[src/adpcm_dec_pkg.sv]
`default_nettype none

package adpcm_dec_pkg;

    // configuration register indexes
    typedef logic [2:0] t_cfg_idx;
    localparam t_cfg_idx CFG_COEFS_0_1    = 3'd0;
    localparam t_cfg_idx CFG_COEFS_2_3    = 3'd1;
    localparam t_cfg_idx CFG_COEFS_4_5    = 3'd2;
    localparam t_cfg_idx CFG_COEFS_6_7    = 3'd3;
    localparam t_cfg_idx CFG_INIT_HIST    = 3'd4;
    localparam t_cfg_idx CFG_SAMPLE_COUNT = 3'd5;

    localparam int CFG_DATA_W   = 64;
    localparam int FRAME_BYTES  = 8;
    localparam int BIF_W        = $clog2(FRAME_BYTES);
    localparam int FRAC_BITS    = 11;
    localparam int ACC_W        = 35;
    localparam int OUT_DEPTH    = 2;

    localparam logic signed [ACC_W-1:0] ROUND_HALF = ACC_W'(1024);
    localparam logic signed [15:0]      PCM_MAX    = 16'sh7fff;
    localparam logic signed [15:0]      PCM_MIN    = -16'sh8000;

    typedef struct packed {
        logic [7:0] code_byte;
        logic       stream_start;
    } t_in_word;

    typedef struct packed {
        logic signed [15:0] pcm_sample;
        logic               final_sample;
        logic               bad_predictor;
    } t_out_word;

endpackage

`default_nettype wire

[src/dsp_adpcm_decoder_core.sv]
// a byte accepted is held in the input register, its words reach o_out_data via the result queue
// flow: a header byte sets predictor and scale; data bytes give one sample a cycle while the queue
//   has room (single predictor multiply-add, the second sample needs the first as history)
// reset: synchronous active-low; histories, counters and config cleared, sample count 1,
//   the stream halted until a byte with stream_start
`default_nettype none

module dsp_adpcm_decoder_core (
    input  wire logic                                   i_clk,
    input  wire logic                                   i_rst_n,
    // input words
    input  wire logic                                   i_in_valid,
    output      logic                                   o_in_ready,
    input  wire adpcm_dec_pkg::t_in_word                i_in_data,
    // result words
    output      logic                                   o_out_valid,
    input  wire logic                                   i_out_ready,
    output      adpcm_dec_pkg::t_out_word               o_out_data,
    // configuration writes
    input  wire logic                                   i_cfg_we,
    input  wire adpcm_dec_pkg::t_cfg_idx                i_cfg_idx,
    input  wire logic [adpcm_dec_pkg::CFG_DATA_W-1:0]   i_cfg_wdata
);

    // which nibble of the held byte is being worked on
    localparam logic PH_HIGH = 1'b0;
    localparam logic PH_LOW  = 1'b1;

    localparam int BIF_W = adpcm_dec_pkg::BIF_W;
    localparam int ACC_W = adpcm_dec_pkg::ACC_W;

    // configuration
    logic [63:0] r_coef [4];
    logic [31:0] r_init_hist;
    logic [31:0] r_count;

    // input holding register
    logic                    r_in_vld;
    adpcm_dec_pkg::t_in_word r_in;

    // decoder state
    logic               r_phase,  n_phase;
    logic signed [15:0] r_h1,     n_h1;
    logic signed [15:0] r_h2,     n_h2;
    logic        [2:0]  r_pred,   n_pred;
    logic        [3:0]  r_scale,  n_scale;
    logic [BIF_W-1:0]   r_bif,    n_bif;
    logic        [31:0] r_done,   n_done;
    logic               r_halted, n_halted;

    // result queue, two words so a new sample can go in while one waits
    adpcm_dec_pkg::t_out_word r_q [adpcm_dec_pkg::OUT_DEPTH];
    logic       r_wp;
    logic       r_rp;
    logic [1:0] r_cnt;

    logic                     pop;
    logic                     room;
    logic                     push;
    logic                     consume;
    adpcm_dec_pkg::t_out_word push_word;

    // state as seen by this byte: a stream start reloads before anything else
    logic               start;
    logic signed [15:0] eff_h1;
    logic signed [15:0] eff_h2;
    logic [BIF_W-1:0]   eff_bif;
    logic        [31:0] eff_done;
    logic               eff_halted;

    // sample datapath
    logic        [3:0]       nib;
    logic [63:0]             coef_word;
    logic signed [15:0]      c1;
    logic signed [15:0]      c2;
    logic signed [31:0]      prod1;
    logic signed [31:0]      prod2;
    logic signed [ACC_W-1:0] resid;
    logic signed [ACC_W-1:0] acc;
    logic signed [ACC_W-1:0] quot;
    logic signed [15:0]      pcm;
    logic                    count_ok;
    logic                    last;
    logic                    go;

    assign pop         = o_out_valid && i_out_ready;
    assign room        = (r_cnt < 2'(adpcm_dec_pkg::OUT_DEPTH)) || pop;
    assign o_out_valid = (r_cnt != 2'd0);
    assign o_out_data  = r_q[r_rp];
    assign o_in_ready  = !r_in_vld || consume;

    assign start      = r_in_vld && (r_phase == PH_HIGH) && r_in.stream_start;
    assign eff_h1     = start ? $signed(r_init_hist[31:16]) : r_h1;
    assign eff_h2     = start ? $signed(r_init_hist[15:0])  : r_h2;
    assign eff_bif    = start ? '0    : r_bif;
    assign eff_done   = start ? '0    : r_done;
    assign eff_halted = start ? 1'b0  : r_halted;

    // coefficients of the frame's predictor, read live from the registers
    assign coef_word = r_coef[r_pred[2:1]];
    assign c1        = r_pred[0] ? coef_word[31:16] : coef_word[63:48];
    assign c2        = r_pred[0] ? coef_word[15:0]  : coef_word[47:32];

    // code scaled by 2^(scale+11), then the sum plus 1024 floored over 2048 (round half up) and clipped to 16 bits
    assign nib   = (r_phase == PH_LOW) ? r_in.code_byte[3:0] : r_in.code_byte[7:4];
    assign prod1 = c1 * eff_h1;
    assign prod2 = c2 * eff_h2;
    assign resid = ACC_W'($signed(nib)) <<< ({1'b0, r_scale} + 5'(adpcm_dec_pkg::FRAC_BITS));
    assign acc   = resid + ACC_W'(prod1) + ACC_W'(prod2) + adpcm_dec_pkg::ROUND_HALF;
    assign quot  = acc >>> adpcm_dec_pkg::FRAC_BITS;

    always_comb begin
        if (quot > ACC_W'(adpcm_dec_pkg::PCM_MAX)) begin
            pcm = adpcm_dec_pkg::PCM_MAX;
        end else if (quot < ACC_W'(adpcm_dec_pkg::PCM_MIN)) begin
            pcm = adpcm_dec_pkg::PCM_MIN;
        end else begin
            pcm = quot[15:0];
        end
    end

    assign count_ok  = eff_done < r_count;
    assign last      = (32'(eff_done + 32'd1) == r_count);

    // one step of the decoder per cycle unless its word has no room: header, high nibble, low nibble or dropped byte
    always_comb begin
        n_phase   = r_phase;
        n_h1      = eff_h1;
        n_h2      = eff_h2;
        n_pred    = r_pred;
        n_scale   = r_scale;
        n_bif     = eff_bif;
        n_done    = eff_done;
        n_halted  = eff_halted;
        consume   = 1'b0;
        push      = 1'b0;
        push_word = '0;

        if (r_in_vld) begin
            if (eff_halted) begin
                // dropped byte
                consume = 1'b1;
            end else if ((r_phase == PH_HIGH) && (eff_bif == '0)) begin
                consume = 1'b1;
                if (r_in.code_byte[7]) begin
                    // predictor out of range: one error word, then halt
                    push                    = 1'b1;
                    push_word.bad_predictor = 1'b1;
                    n_halted                = 1'b1;
                end else begin
                    n_pred  = r_in.code_byte[6:4];
                    n_scale = r_in.code_byte[3:0];
                    n_bif   = BIF_W'(1);
                end
            end else if (!count_ok) begin
                // count already reached, nothing more for this stream
                n_halted = 1'b1;
                consume  = 1'b1;
                n_bif    = eff_bif + BIF_W'(1);
                n_phase  = PH_HIGH;
            end else begin
                push                   = 1'b1;
                push_word.pcm_sample   = pcm;
                push_word.final_sample = last;
                n_h2                   = eff_h1;
                n_h1                   = pcm;
                n_done                 = 32'(eff_done + 32'd1);
                n_halted               = last;
                if (last || (r_phase == PH_LOW)) begin
                    // a final sample on the high nibble drops the low one
                    consume = 1'b1;
                    n_bif   = eff_bif + BIF_W'(1);
                    n_phase = PH_HIGH;
                end else begin
                    n_phase = PH_LOW;
                end
            end
        end

        // a word with nowhere to go holds the whole step back
        go = !push || room;
        if (!go) begin
            n_phase  = r_phase;
            n_h1     = r_h1;
            n_h2     = r_h2;
            n_pred   = r_pred;
            n_scale  = r_scale;
            n_bif    = r_bif;
            n_done   = r_done;
            n_halted = r_halted;
            consume  = 1'b0;
            push     = 1'b0;
        end
    end

    // configuration registers
    always_ff @(posedge i_clk) begin
        if (!i_rst_n) begin
            for (int k = 0; k < 4; k++) begin
                r_coef[k] <= '0;
            end
            r_init_hist <= '0;
            r_count     <= 32'd1;
        end else if (i_cfg_we) begin
            unique case (i_cfg_idx)
                adpcm_dec_pkg::CFG_COEFS_0_1:    r_coef[0]   <= i_cfg_wdata;
                adpcm_dec_pkg::CFG_COEFS_2_3:    r_coef[1]   <= i_cfg_wdata;
                adpcm_dec_pkg::CFG_COEFS_4_5:    r_coef[2]   <= i_cfg_wdata;
                adpcm_dec_pkg::CFG_COEFS_6_7:    r_coef[3]   <= i_cfg_wdata;
                adpcm_dec_pkg::CFG_INIT_HIST:    r_init_hist <= i_cfg_wdata[31:0];
                adpcm_dec_pkg::CFG_SAMPLE_COUNT: r_count     <= i_cfg_wdata[31:0];
                default: ;
            endcase
        end
    end

    // input holding register
    always_ff @(posedge i_clk) begin
        if (!i_rst_n) begin
            r_in_vld <= 1'b0;
        end else if (i_in_valid && o_in_ready) begin
            r_in_vld <= 1'b1;
        end else if (consume) begin
            r_in_vld <= 1'b0;
        end
    end

    always_ff @(posedge i_clk) begin
        if (i_in_valid && o_in_ready) begin
            r_in <= i_in_data;
        end
    end

    // decoder state
    always_ff @(posedge i_clk) begin
        if (!i_rst_n) begin
            r_phase  <= PH_HIGH;
            r_h1     <= '0;
            r_h2     <= '0;
            r_pred   <= '0;
            r_scale  <= '0;
            r_bif    <= '0;
            r_done   <= '0;
            r_halted <= 1'b1;
        end else begin
            r_phase  <= n_phase;
            r_h1     <= n_h1;
            r_h2     <= n_h2;
            r_pred   <= n_pred;
            r_scale  <= n_scale;
            r_bif    <= n_bif;
            r_done   <= n_done;
            r_halted <= n_halted;
        end
    end

    // result queue
    always_ff @(posedge i_clk) begin
        if (!i_rst_n) begin
            r_wp  <= 1'b0;
            r_rp  <= 1'b0;
            r_cnt <= '0;
        end else begin
            if (push) begin
                r_wp <= !r_wp;
            end
            if (pop) begin
                r_rp <= !r_rp;
            end
            if (push && !pop) begin
                r_cnt <= r_cnt + 2'd1;
            end else if (pop && !push) begin
                r_cnt <= r_cnt - 2'd1;
            end
        end
    end

    always_ff @(posedge i_clk) begin
        if (push) begin
            r_q[r_wp] <= push_word;
        end
    end

endmodule

`default_nettype wire

[config.mk]
export PLATFORM = sky130hd
export DESIGN_NAME = dsp_adpcm_decoder_core
export DESIGN_NICKNAME = d
export VERILOG_FILES = /design/src/adpcm_dec_pkg.sv /design/src/dsp_adpcm_decoder_core.sv
export SDC_FILE = /design/constraint.sdc
export NUM_CORES = 2
export LEC_CHECK = 0
export BUFFER_PORTS_ARGS = -buffer_cell sky130_fd_sc_hd__buf_2
export CAP_MARGIN = 15
export CORE_MARGIN = 5
export CORE_UTILIZATION = 55
export CTS_CLUSTER_DIAMETER = 150
export DETAILED_ROUTE_END_ITERATION = 12
export PLACE_DENSITY_LB_ADDON = 0.08
export RECOVER_POWER = 50
export SETUP_SLACK_MARGIN = 0.3
export SLEW_MARGIN = 20
export SYNTH_ARGS = -nofsm -noshare
export SYNTH_HDL_FRONTEND = slang
export SYNTH_SLANG_ARGS = --single-unit
[constraint.sdc]
create_clock -name i_clk -period 13.1 [get_ports i_clk]
set_clock_uncertainty 0.15 [all_clocks]
set_input_delay 2.62 -clock i_clk [delete_from_list [all_inputs] [get_ports i_clk]]
set_output_delay 2.62 -clock i_clk [all_outputs]
set_load 0.02 [all_outputs]
==> metrics.txt <==
count of nets after finishing 5447; clock network latency to the later pin of the worst-skew pair 0.64 ns; count of cells resized by post-cts repair 0; deepest clock path buffer count 3; area added between synthesis and finish 7.58%; drt drc 0; critical hold path startpoint r_h2[14]$_SDFFE_PN0N_; number of buffers inserted for hold repair after clock tree synthesis 0; worst setup path class flip-flop to flip-flop; drt first-iter violations 2935; Distinct cells, synth 91; setup repair bufs after CTS 0; std cell rows 104; Max VDD drop around 0.11 mV; gate count of the mapped netlist approximately 4500; delay of the slowest critical-path stage 0.96 ns; die outline height just under 300 µm; HPWL reported at the end of detailed placement between 100000 and 150000 µm; clock slew at reported path FFs 0.06 ns; placeable core region 80400 µm²; remaining number of nets flagged by the antenna check after routing 0; initial antenna violation count 5; overall die area 86800 µm²; DRT Pass-1 Iters 6; number of synthesized register bits 449; Syn. warnings 0; sink of the worst hold path r_h2[14]$_SDFFE_PN0N_; Detailed Route WL 134000 µm; number of port buffers 100; max_slew headroom -185%; number of cell instances on the worst register-to-register path 30; final estimated routing congestion in global placement 0.998; flop2flop setup slack 1.76 ns; Max-cap violations 11; vias in the first global route 33400; Power Density roughly 81 nW/µm²; clock root buffer sky130_fd_sc_hd__clkbuf_16; reg-to-reg endpoint r_q[1][16]$_DFFE_PP_; via count roughly 32000; clk sinks between 400 and 500; combined global-route utilization of all metal layers 31.1%; fraction of registers with async set/reset 0%; Worst Hold Depth 2; final-layout setup total negative slack 0 ns; clock tree from TritonCTS done; CP Data Required Time ~13 ns; number of buffers created by CTS 50; global-route wire length before repair 204000 µm; overall power of the completed layout 3870 µW; io pins 101; final slew viol count about 540; Slew @ Worst Pin about 4.3 ns; most used flip-flop cell after synthesis sky130_fd_sc_hd__edfxtp_1; Period Utilization, post-route around 87%; crit path DAT 11.60 ns; mean routed wirelength per cell 23.8 µm; pin count of the biggest net entering global routing 67; worst hold slack ~0.3 ns; synthesized cell area 44600 µm²; unrepaired setup endpoints after global routing no; Critical Path Fanout Max 50; mean area per synthesized cell 9.86 µm²; Peak Freq 88.2 MHz; worst hold path type flip-flop to flip-flop; initial core utilization between 50% and 60%; cell type of the slowest stage on the worst timing path sky130_fd_sc_hd__and3b_4; category of the worst setup path capture point flip-flop; Final setup viols 0; final critical-path required period 11.34 ns; mean number of vias per cell around 5.7; r2r startpoint r_phase$_SDFFE_PN0P_; critical path startpoint category flip-flop; H-tree Lvls 2; violations in the final reports capacitance limit, slew limit; Hold Fails Final Rpt 0; count of flip-flops with a built-in enable after synthesis 301; Pleak 0.0212 µW; fraction of final layout cells sized beyond drive strength 1 8.62%; status finished with violations; share of synthesized area occupied by flip-flops and latches a little over a quarter; Most common cell on crit path sky130_fd_sc_hd__fa_1; overflow left after global routing 0; DIE WIDTH 295 µm
-- placed cells by master, fill, tap and decap left out, types with 7 or more instances in the layout --
| cell type | instances |
|---|---|
| sky130_fd_sc_hd__inv_1 | 817 |
| sky130_fd_sc_hd__fa_1 | 661 |
| sky130_fd_sc_hd__nand2_1 | 580 |
| sky130_fd_sc_hd__nor2_1 | 333 |
| sky130_fd_sc_hd__edfxtp_1 | 301 |
| sky130_fd_sc_hd__and2_1 | 274 |
| sky130_fd_sc_hd__a21oi_1 | 248 |
| sky130_fd_sc_hd__ha_1 | 175 |
| sky130_fd_sc_hd__dfxtp_1 | 145 |
| sky130_fd_sc_hd__buf_2 | 97 |
| sky130_fd_sc_hd__o21ai_0 | 82 |
| sky130_fd_sc_hd__mux4_2 | 64 |
| sky130_fd_sc_hd__xnor2_1 | 60 |
| sky130_fd_sc_hd__mux2i_1 | 59 |
| sky130_fd_sc_hd__mux2_2 | 52 |
| sky130_fd_sc_hd__clkbuf_16 | 50 |
| sky130_fd_sc_hd__buf_4 | 44 |
| sky130_fd_sc_hd__o211ai_1 | 40 |
| sky130_fd_sc_hd__nand3_1 | 34 |
| sky130_fd_sc_hd__a211oi_1 | 33 |
| sky130_fd_sc_hd__nand4_1 | 27 |
| sky130_fd_sc_hd__nand2b_1 | 24 |
| sky130_fd_sc_hd__or3_1 | 22 |
| sky130_fd_sc_hd__nor3_1 | 19 |
| sky130_fd_sc_hd__clkbuf_1 | 19 |
| sky130_fd_sc_hd__xor2_1 | 18 |
| sky130_fd_sc_hd__and3_1 | 17 |
| sky130_fd_sc_hd__a21o_1 | 17 |
| sky130_fd_sc_hd__a31oi_1 | 16 |
| sky130_fd_sc_hd__and2_0 | 15 |
| sky130_fd_sc_hd__or2_2 | 14 |
| sky130_fd_sc_hd__nor4_1 | 12 |
| sky130_fd_sc_hd__o21a_1 | 11 |
| sky130_fd_sc_hd__nor2b_1 | 11 |
| sky130_fd_sc_hd__bufinv_16 | 11 |
| sky130_fd_sc_hd__o21bai_1 | 10 |
| sky130_fd_sc_hd__mux2i_2 | 7 |
| sky130_fd_sc_hd__clkinv_1 | 7 |
| sky130_fd_sc_hd__clkinv_2 | 7 |
-- critical path: cells and delay by family, from the launching register on --
family,cells,cell delay (ns)
AO/OA/AOI/OAI,4,1.41
AND/OR/NAND/NOR,10,3.57
buffers and inverters,7,1.19
flip-flops,1,0.44
adder cells (fa/ha/maj),9,4.28
-- power breakdown --
| group | internal [µW] | leakage, µW | switching [µW] |
|---|---|---|---|
| Combinational | 242 | 0.0161 | 471 |
| Sequential | 1580 | 0.00417 | 32.5 |
| Clock | 928 | 0.000869 | 625 |
-- sequential cells by signal (all words and copies together) (netlist names), named ones only --
| signal | flops |
|---|---|
| r_done | 32 |
| r_in_vld | 1 |
| r_rp | 1 |
| r_init_hist | 32 |
| r_scale | 4 |
| r_wp | 1 |
| r_bif | 3 |
| r_cnt | 2 |
| r_h1 | 16 |
| r_in | 9 |
| r_phase | 1 |
| r_count | 32 |
| r_halted | 1 |
| r_q | 36 |
| r_coef | 256 |
| r_pred | 3 |
| r_h2 | 16 |
-- routing by layer --
layer	vias up	part of all wire (%)	track usage (%)
met5	-	0.0097	0
met4	2	4.5	11.7
met3	280	9.0	6.82
met2	1304	45	49.0
met1	16200	41	42.9
li1	14400	-	-
-- how the worst max path moves through the flow --
stage	start	to	slack, ns	cells past startpoint
5_1_grt	r_phase$_SDFFE_PN0P_	r_q[1][16]$_DFFE_PP_	1.27	31
3_3_place_gp	r_phase$_SDFFE_PN0P_	r_q[0][6]$_DFFE_PP_	2.21	31
4_1_cts	r_phase$_SDFFE_PN0P_	r_q[1][16]$_DFFE_PP_	1.94	31
3_5_place_dp	r_phase$_SDFFE_PN0P_	r_q[1][16]$_DFFE_PP_	2.08	31
6_report	r_phase$_SDFFE_PN0P_	r_q[1][16]$_DFFE_PP_	1.76	30
2_1_floorplan	r_in_vld$_SDFFE_PN0P_	r_q[0][10]$_DFFE_PP_	2.88	37
-- per-stage QoR --
stage	instance area (µm²)	instances	worst slack, ns	utilization (%)
after floorplan	44600	4520	2.88	-
after global placement	46200	5538	2.21	57.4
after detailed placement	46200	5538	2.08	57.4
after CTS	48000	5630	1.94	59.7
after global routing	47900	5630	1.27	59.6
final	47900	5632	1.76	59.6
-- synth_stat cells, drive strengths merged (6+ instances only) --
master,number,area share [%]
nor2b,11,0.15
nand2,581,4.9
xnor2,60,1.2
and2,291,4.1
mux2i,67,1.5
nand2b,24,0.34
mux4,64,3.2
inv,818,6.9
xor2,18,0.35
mux2,53,1.3
nor3,20,0.22
clkbuf,168,1.4
a211oi,34,0.58
or3,22,0.31
and3,17,0.24
a31oi,16,0.22
or2,15,0.21
edfxtp,301,20
nor4,15,0.26
nand3,35,0.40
dfxtp,148,6.6
or4,6,0.11
o21ai,86,1.0
o211ai,40,0.67
buf,27,0.29
ha,175,4.9
nand4,28,0.41
nor2,339,2.9
fa,661,30
a21oi,248,2.8
o31ai,6,0.10
o21bai,10,0.17
a311oi,6,0.12
a21o,17,0.29
o21a,12,0.20
-- cell families (layout without fill, tap and decap cells) --
logic type	Yosys count	count (layout)	synth area share, %
xor gates and xnor gates	78	78	1.53
muxes	184	184	6.09
adders and majority gates	836	836	34.6
AOI/OAI and AO/OA	532	532	7.28
and+or+nand+nor	1424	1424	15.0
buffers and inverters	1013	1063	8.60
DFF	449	449	26.9
other	2	6	0.0169
-- cell type report --
cell class / instances / area [µm²]
Clock inverter: 35 / 538
Antenna cell: 2 / 5.00
Tap cell: 1060 / 1330
Multi-Input combinational cell: 3058 / 28900
Sequential cell: 449 / 12000
Inverter: 818 / 3070
Fill cell: 6976 / 32500
Timing Repair Buffer: 153 / 861
Clock buffer: 57 / 1280
Power figures use the tool's default switching activity.
